## src/sv/assert_macros.svh

```systemverilog
// Assertion macros shared by the matcher RTL.
// Needs aclk and aresetn in the scope of every use.
`ifndef ASSERT_MACROS_SVH
`define ASSERT_MACROS_SVH

// Same-cycle implication, disabled in reset.
`define ASSERT_IMPL(name, ante, cons, msg) \
    name: assert property (@(posedge aclk) disable iff (!aresetn) (ante) |-> (cons)) \
        else $error(msg);

// Next-cycle implication, disabled in reset.
`define ASSERT_NEXT(name, ante, cons, msg) \
    name: assert property (@(posedge aclk) disable iff (!aresetn) (ante) |=> (cons)) \
        else $error(msg);

`endif

```

## src/sv/ldsbm_pkg.sv

```systemverilog
// Shared types, constants and helpers of the layered DFA builder/matcher.
// No dependencies; the ctrl, datapath and top-level files import this package.
package ldsbm_pkg;

    localparam int MAX_LAYERS  = 16;
    localparam int MAX_STATES  = 256;
    localparam int MAX_SYMBOLS = 16;
    localparam int NUM_CONST   = 2;   // states 0 (reject all) and 1 (accept all)

    localparam int LAYER_W    = 4;
    localparam int STATE_W    = 8;
    localparam int SYM_W      = 4;
    localparam int COUNT_W    = 9;
    localparam int POS_W      = 5;
    localparam int NL_W       = 5;
    localparam int ERR_W      = 2;
    localparam int STORE_AW   = LAYER_W + STATE_W + SYM_W;
    localparam int CFG_IDX_W  = 1;
    localparam int CFG_DATA_W = 8;

    localparam logic [CFG_IDX_W-1:0] REG_NUM_LAYERS  = 1'b0;
    localparam logic [CFG_IDX_W-1:0] REG_START_STATE = 1'b1;

    localparam logic OP_ADD     = 1'b0;
    localparam logic OP_MATCH   = 1'b1;
    localparam logic KIND_ADD   = 1'b0;
    localparam logic KIND_MATCH = 1'b1;

    localparam logic [ERR_W-1:0] ERR_NONE  = 2'd0;
    localparam logic [ERR_W-1:0] ERR_RANGE = 2'd1;
    localparam logic [ERR_W-1:0] ERR_FULL  = 2'd2;

    localparam logic [COUNT_W-1:0] CONST_STATES = COUNT_W'(NUM_CONST);

    typedef struct packed {
        logic               op;
        logic [LAYER_W-1:0] layer;
        logic [STATE_W-1:0] next_state;
        logic [SYM_W-1:0]   symbol;
        logic               last;
    } in_t;

    typedef struct packed {
        logic               kind;
        logic [STATE_W-1:0] state_id;
        logic               accepted;
        logic [ERR_W-1:0]   error;
    } out_t;

    typedef struct packed {
        logic load;    // request accepted: latch it, issue table reads
        logic exec;    // evaluate the latched request
        logic sweep;   // copy one staged entry into the transition store
        logic push;    // move the pending result into the output register
    } dp_cmd_t;

    typedef struct packed {
        logic result;      // latched request produces a result
        logic commit;      // latched request allocates a new state
        logic sweep_last;  // final staged entry is being written
        logic out_free;    // output register can take a result
    } dp_sts_t;

    // Zero acts as one layer; anything above the maximum saturates.
    function automatic logic [NL_W-1:0] eff_layers(input logic [NL_W-1:0] nl);
        logic [NL_W-1:0] r;
        r = nl;
        if (nl == '0) begin
            r = NL_W'(1);
        end else if (nl > NL_W'(MAX_LAYERS)) begin
            r = NL_W'(MAX_LAYERS);
        end
        return r;
    endfunction

endpackage

```

## src/sv/ldsbm_ctrl.sv

```systemverilog
// Sequencing FSM of the layered DFA builder/matcher.
// Depends on ldsbm_pkg and assert_macros.svh; drives the datapath by dp_cmd_t.
`include "assert_macros.svh"

module ldsbm_ctrl (
    input  logic               aclk,
    input  logic               aresetn,
    input  logic               s_valid,
    output logic               s_ready,
    output ldsbm_pkg::dp_cmd_t cmd,
    input  ldsbm_pkg::dp_sts_t sts
);
    import ldsbm_pkg::*;

    localparam logic [1:0] ST_IDLE  = 2'd0;
    localparam logic [1:0] ST_EXEC  = 2'd1;
    localparam logic [1:0] ST_SWEEP = 2'd2;
    localparam logic [1:0] ST_PUSH  = 2'd3;

    logic [1:0] state_reg, state_next;

    always_comb begin
        state_next = state_reg;
        cmd        = '0;
        s_ready    = 1'b0;
        case (state_reg)
            ST_IDLE: begin
                s_ready  = 1'b1;
                cmd.load = s_valid;
                if (s_valid) begin
                    state_next = ST_EXEC;
                end
            end
            ST_EXEC: begin
                cmd.exec = 1'b1;
                if (sts.commit) begin
                    state_next = ST_SWEEP;
                end else if (sts.result) begin
                    state_next = ST_PUSH;
                end else begin
                    state_next = ST_IDLE;
                end
            end
            ST_SWEEP: begin
                cmd.sweep = 1'b1;
                if (sts.sweep_last) begin
                    state_next = ST_PUSH;
                end
            end
            ST_PUSH: begin
                // hold until the output register frees up
                if (sts.out_free) begin
                    cmd.push   = 1'b1;
                    state_next = ST_IDLE;
                end
            end
            default: begin
                state_next = ST_IDLE;
            end
        endcase
    end

    always_ff @(posedge aclk) begin
        if (!aresetn) begin
            state_reg <= ST_IDLE;
        end else begin
            state_reg <= state_next;
        end
    end

    `ASSERT_IMPL(a_sweep_after_exec, state_reg == ST_SWEEP, $past(state_reg) == ST_EXEC || $past(state_reg) == ST_SWEEP, "sweep entered without an evaluation")
    `ASSERT_NEXT(a_load_then_exec, cmd.load, state_reg == ST_EXEC, "accepted request not evaluated next cycle")

endmodule

```

## config.mk

```make
export PLATFORM = sky130hd
export DESIGN_NAME = ldsbm_ctrl
export DESIGN_NICKNAME = d
export VERILOG_FILES = /design/src/sv/ldsbm_pkg.sv /design/src/sv/ldsbm_ctrl.sv
export VERILOG_INCLUDE_DIRS = /design/src /design/src/sv
export SDC_FILE = /design/constraint.sdc
export NUM_CORES = 1
export LEC_CHECK = 0
export BUFFER_PORTS_ARGS = -buffer_cell sky130_fd_sc_hd__buf_2
export CAP_MARGIN = 5
export CORE_AREA = 8 8 45 47
export DETAILED_ROUTE_END_ITERATION = 8
export DIE_AREA = 0 0 53 55
export GPL_TIMING_DRIVEN = 0
export PLACE_DENSITY = 0.41
export SLEW_MARGIN = 25
export SYNTH_ARGS = -nofsm -noshare
export SYNTH_HDL_FRONTEND = slang
export SYNTH_SLANG_ARGS = --single-unit
```

## constraint.sdc

```tcl
create_clock -name aclk -period 1.8 [get_ports aclk]
set_input_delay 0.45 -clock aclk [delete_from_list [all_inputs] [get_ports aclk]]
set_output_delay 0.45 -clock aclk [all_outputs]
set_load 0.01 [all_outputs]
```

# Word level (Yosys, flattened, before mapping)
# Index checks and enable logic that the tools add are counted.
[word_totals]
word_cells = 21
register_bits = 2
output_inout_bits = 5
inputBits = 7
[classes]
n_reduce_logical = 2
n_eq_ne = 6
muxes = 12
[op_table]
columns = ["op", "n"]
rows = [
  ["$mux W2", 5],
  ["$pmux W2 S4", 1],
  ["$mux W1", 6],
  ["$ne A2 B2 Y1 const B", 3],
  ["$eq A2 B2 Y1 const B", 2],
  ["$reduce_and A3 Y1", 1],
  ["$eq A2 B1 Y1 const B", 1],
  ["$logic_not A2 Y1", 1],
]

# Depth between registers and ports, before layout
# Gate-level depths: netlist (run 1).
[depth]
word_depth = 3
mapped_depth = 3
depth_no_buf = 3

# Least setup slack after synthesis (run 1)
# No wires, ideal clock.
[synth_timing]
path_kind = "register -> output"
from = "reg state_reg[0]"
to = "out cmd[3] (netlist bit)"
arrival_time_ps = 743
t_required_ps = 1350
setup_slack_ps = 607
n_path_buf = 0
path_stages_with_launch = 3
cell_sequence = "dfxtp_1 > nor2_1 > and2_1"
[synth_lines]
columns = ["item", "line_no", "text"]
rows = [
  ["start, declared", "ldsbm_ctrl.sv:20", "logic [1:0] state_reg, state_next;"],
  ["start signal, assigned", "ldsbm_ctrl.sv:67", "state_reg <= state_next;"],
  ["end, declared", "ldsbm_ctrl.sv:10", "output ldsbm_pkg::dp_cmd_t cmd,"],
]

==> impl_metrics.ini, run 1 <==
[finish]
nets = 40
area_growth_syn_to_layout_pct = 77.2
fill_cells = 168
drive_gt1_share_pct = 45.2
n_antenna_cell = 0
finalCoreUtilization_pct = 16.2
final_area_um2 = 224

[synthesis]
synthCells = 17
synth_nets = 24
syn_area_um2 = 126
async_flop_share_pct = 0
synthTopCellsByArea = dfxtp_1, nor2b_1, mux2_1
synth-edff-count = 0
ys.flop_type = dfxtp_1
synth_commonest_cells = nand2_1, dfxtp_1, nor2b_1, o21ai_0
postSynthAreaPerCell_um2 = 7.43
yosysTopAreaCellShare_pct = 31.7
synth_most_common_cell = nand2_1
synth_seq_cells = 2
synth.distinct_cells = 12
synth_area_leader_cell = dfxtp_1
synth_warnings = 0
ys_seq_area_share_pct = 31.7

[routing]
wire_per_inst_um = 8.87
drcViolationCount = 0
drt_iter0_markers = 1
wl_um = 417
final_antenna_net_count = 0
dr.pass1.iters = 2
viasPerCell = 3.43
vias = 161

[die]
die_x_um = 53
rows = 14
start_util_pct = 9.13
coreArea_mm2 = 0.00138
dieArea_mm2 = 0.00292
ios = 12
die_h_um = 55

[timing]
hold_viol = 0
fmax_mhz = 692
setup_violations = 0
worstMarginPinSlew_ps = 209
timing.setup.tns_ps = 0
drv_slew = 0
fin_skew_ps = 0.620
period_share_pct = 80.3
fin_hold_ws_ps = 489
fin_crit_ps = 1440
max_slew_margin_pct = 86.0
rsz0062_at_grt = false

[worst_setup_path]
cp_max_fo = 8
path_class = flop to output pin
timing.critical_path.buf_inv = 1
critPathLaunchType = flop
slowest_stage = dfxtp_1
path_cells = and2b_1, buf_2
crit_arrival_ps = 990
critPathTopFamily = flip-flops
slowest_delay_ps = 420
cp.required_ps = 1350
end_kind = output pin

[grt]
grt_util_all_layers_pct = 3.16
antenna_found_initial = 0
grt_pass1_vias = 152
grt_pass1_wl_um = 579
grt_max_degree = 9
grt.overflow.total = 0

[placed_design]
gp_congestion = 0.616
io_buffers = 11
placed_area_um2 = 201

[outcome]
status = finished clean

[job]
cap_violations = 0

[clocking]
clk_path_buf_depth = 2
post_cts_resized = 0
clk_latency_ps = 220
path_clk_slew_ps = 30
cts-root-buf = clkbuf_4
hold_buffers = 0
clock-sinks = 2
cts_buffers = 3
postCtsSetupRepairBufs = 0
h-tree-depth = 1
cts_tree = yes

[power]
p_leak_nw = 0.112
vdd_drop_max_mv = 0.156
power_density_mw_per_mm2 = 899

[hold_path]
hold_class = input pin to flop
logic make-up (layout without fill, tap and decap cells):
kind of cell	count (synthesis)	in the layout	share of synthesized area (%)
mux	1	1	8.91
simple gates	9	9	37.6
compound gates	5	5	21.8
buf+inv	0	14	0
flops	2	2	31.7
cells in the final DEF (no fill, tap or decap), types with 2 or more instances in the layout:
cell type / instances
buf_2: 11
clkbuf_4: 3
dfxtp_1: 2
nand2_1: 3
nor2b_1: 2
o21ai_0: 2
stage by stage:
step                      total power [mW]  setup slack [ps]  std cells
after floorplan                     0.0815               607         17
after global placement               0.105               496         44
after detailed placement             0.105               496         44
after CTS                            0.209               332         47
after global routing                 0.223               292         47
final                                0.201               355         47
area by class of cell:
| cell class | count | area [um^2] | area share (%) |
|---|---|---|---|
| tap | 16 | 20.0 | 8.94 |
| sequential | 2 | 40.0 | 17.9 |
| multi-input combinational | 15 | 86.3 | 38.5 |
| clock buffer | 3 | 22.5 | 10.1 |
| timing repair buffer | 11 | 55.1 | 24.6 |
path summary, 6_finish.rpt:
path	startpoint	depth (start not counted)	end	slack (ps)
worst max-delay path	flop	2	cmd[2]	360
worst min-delay path	aresetn	3	state_reg[0]	490
worst min register to register	state_reg[0]	1	state_reg[0]	520
worst max register to register	flop	3	state_reg[0]	760
where the power goes:
part,switching (mW),internal (mW),leakage [nW]
clock,0.0252,0.0736,0.0138
combinational,0.0213,0.0237,0.0816
sequential,0.00777,0.0498,0.0166
worst min-delay path, cell delays in order:
cell and delay (ps):
buf_2 100, o21ai_1 60, a21oi_1 40
routing by layer:
metal | vias up | part of all wire, % | global-route usage (%)
met5 | - | 0 | 0
met4 | 0 | 0 | 3.88
met1 | 68 | 30 | 1.97
met3 | 0 | 19 | 3.74
li1 | 87 | - | -
met2 | 6 | 50 | 4.30
Note: power is estimated with default switching activity, not from simulation.
==> run 2: changes to the inputs <==
--- a/config.mk
+++ b/config.mk
@@ -12,7 +12,7 @@
 export DETAILED_ROUTE_END_ITERATION = 8
 export DIE_AREA = 0 0 53 55
 export GPL_TIMING_DRIVEN = 0
-export PLACE_DENSITY = 0.41
+export PLACE_DENSITY = 0.42
 export SLEW_MARGIN = 25
 export SYNTH_ARGS = -nofsm -noshare
 export SYNTH_HDL_FRONTEND = slang
==> constraint.sdc (replaced) <==
create_clock -name aclk -period 1.3 [get_ports aclk]
set_input_delay 0.325 -clock aclk [delete_from_list [all_inputs] [get_ports aclk]]
set_output_delay 0.325 -clock aclk [all_outputs]
set_load 0.01 [all_outputs]
==> run 2 against run 1 <==
Final cell count stayed put. Clock power up 40%. Combinational power rose by 40%. Largest cell class unchanged. Critical endpoint is now cmd[3]. Hold slack lost 140 ps. Clock skew about the same. Sequential power up 43%. Global-route usage rose by 0.22 points. Design area increased by 3.4%. Sequential cell count unchanged. Critical path type unchanged. Setup slack lost 300 ps. Via count shrank 1.9%.
==> impl_metrics.ini, run 2 (synthesis results as in run 1) <==
[outcome]
status = finished clean

[grt]
grt_util_all_layers_pct = 3.38
grt.overflow.total = 0
grt_pass1_wl_um = 634
grt_max_degree = 9
antenna_found_initial = 0
grt_pass1_vias = 158

[job]
cap_violations = 0

[power]
clkPwrFrac_pct = 48.8
switching_share_pct = 27.2
power_density_mw_per_mm2 = 1220
p_int_uw = 206
p_comb_share_pct = 22.2
netSwitchingPower_uw = 76.9
p_leak_nw = 0.113
power_uw = 283
p_seq_share_pct = 29.0
vdd_drop_max_mv = 0.176

[placed_design]
dp_slack_ps = 199
io_buffers = 11
gp_congestion = 0.617
placed_area_um2 = 201

[worst_setup_path]
cp.required_ps = 980
crit_start = state_reg[0]
reg2regPathDepth = 3
critPathLaunchType = flop
cp_max_fo = 7
path_class = flop to output pin
reg2reg_slack_ps = 330
r2r-end = state_reg[0]
end_kind = output pin
crit_arrival_ps = 920
setup.worst_path.end = cmd[3]

[timing]
fin_crit_ps = 1250
worstMarginPinSlew_ps = 147
period_share_pct = 96.1
setup_slack_ps = 51.3
rsz0062_at_grt = true
fmax_mhz = 801
setup_violations = 0
max_slew_margin_pct = 90.1
drv_slew = 0
fin_skew_ps = 0.378
hold_viol = 0

[die]
coreArea_mm2 = 0.00138
rows = 14
ios = 12
dieArea_mm2 = 0.00292
die_x_um = 53
start_util_pct = 9.13
die_h_um = 55

[clocking]
clock-sinks = 2
cts_tree = yes
cts_buffers = 3
path_clk_slew_ps = 30
clk_latency_ps = 220
cts-root-buf = clkbuf_4
h-tree-depth = 1
clk_path_buf_depth = 2

[finish]
multiInputGateArea_um2 = 88.8
final_cell_mix = buf_2, nand2_1, clkbuf_4
nets = 40
seqCellArea_um2 = 45.0
finalCoreUtilization_pct = 16.7
n_antenna_cell = 0
area_growth_syn_to_layout_pct = 83.2
final_common_cell = buf_2
fill_cells = 164
drive_gt1_share_pct = 54.8
final_area_um2 = 231

[routing]
vias = 158
dr.pass1.iters = 2
drcViolationCount = 0
drt_iter0_markers = 1
final_antenna_net_count = 0
wl_um = 392
viasPerCell = 3.36
wire_per_inst_um = 8.34

[hold_path]
hold_class = input pin to flop
==> run 2: what timing repair did <==
action,4_1_cts,5_1_grt
setup endpoints to repair,2,2
endpoints found under the hold margin,0,0
buffers inserted,0,0
hold buffers,0,0
gates resized for setup,2,2
gates cloned,0,0
==> run 2: how the worst min path moves through the flow <==
| stage | start | endpoint | slack, ps | depth (start not counted) |
|---|---|---|---|---|
| after floorplan | aresetn | state_reg[0] | 470 | 2 |
| after global placement | state_reg[0] | state_reg[0] | 540 | 1 |
| after detailed placement | state_reg[0] | state_reg[0] | 520 | 1 |
| after CTS | aresetn | state_reg[0] | 340 | 3 |
| after global routing | aresetn | state_reg[0] | 360 | 3 |
| final | aresetn | state_reg[0] | 350 | 3 |
==> run 2: cell type report <==
cell class	count	area share [%]
multi-input combinational	15	38.4
timing repair buffer	11	23.8
sequential	2	19.5
clock buffer	3	9.73
tap	16	8.65
==> run 2: per-layer routing <==
metal	share of wire, %	GRT usage, %
met2	46	4.69
met5	0	0
met4	4.8	6.47
met3	16	1.60
met1	33	2.57
==> run 2: power groups by stage <==
stage / sequential (mW) / combinational, mW / clock, mW
finish: 0.0822 / 0.0629 / 0.138
global route: 0.0838 / 0.0705 / 0.155
CTS: 0.0819 / 0.0636 / 0.147
detailed placement: 0.0811 / 0.0634 / 0
global placement: 0.0815 / 0.0637 / 0
floorplan: 0.0782 / 0.0346 / 0
==> run 2: metrics by stage <==
stage	std cells	TNS (ps)	hold WS [ps]
3_3_place_gp	44	0	535
6_report	47	0	349
5_1_grt	47	-3.22	360
3_5_place_dp	44	0	517
2_1_floorplan	17	0	467
4_1_cts	47	0	343
==> run 2: worst max-delay path, stage by stage, from the launching register on <==
cell and delay [ps]:
dfxtp_2 370, nor2_2 60, and2_1 140, buf_2 130
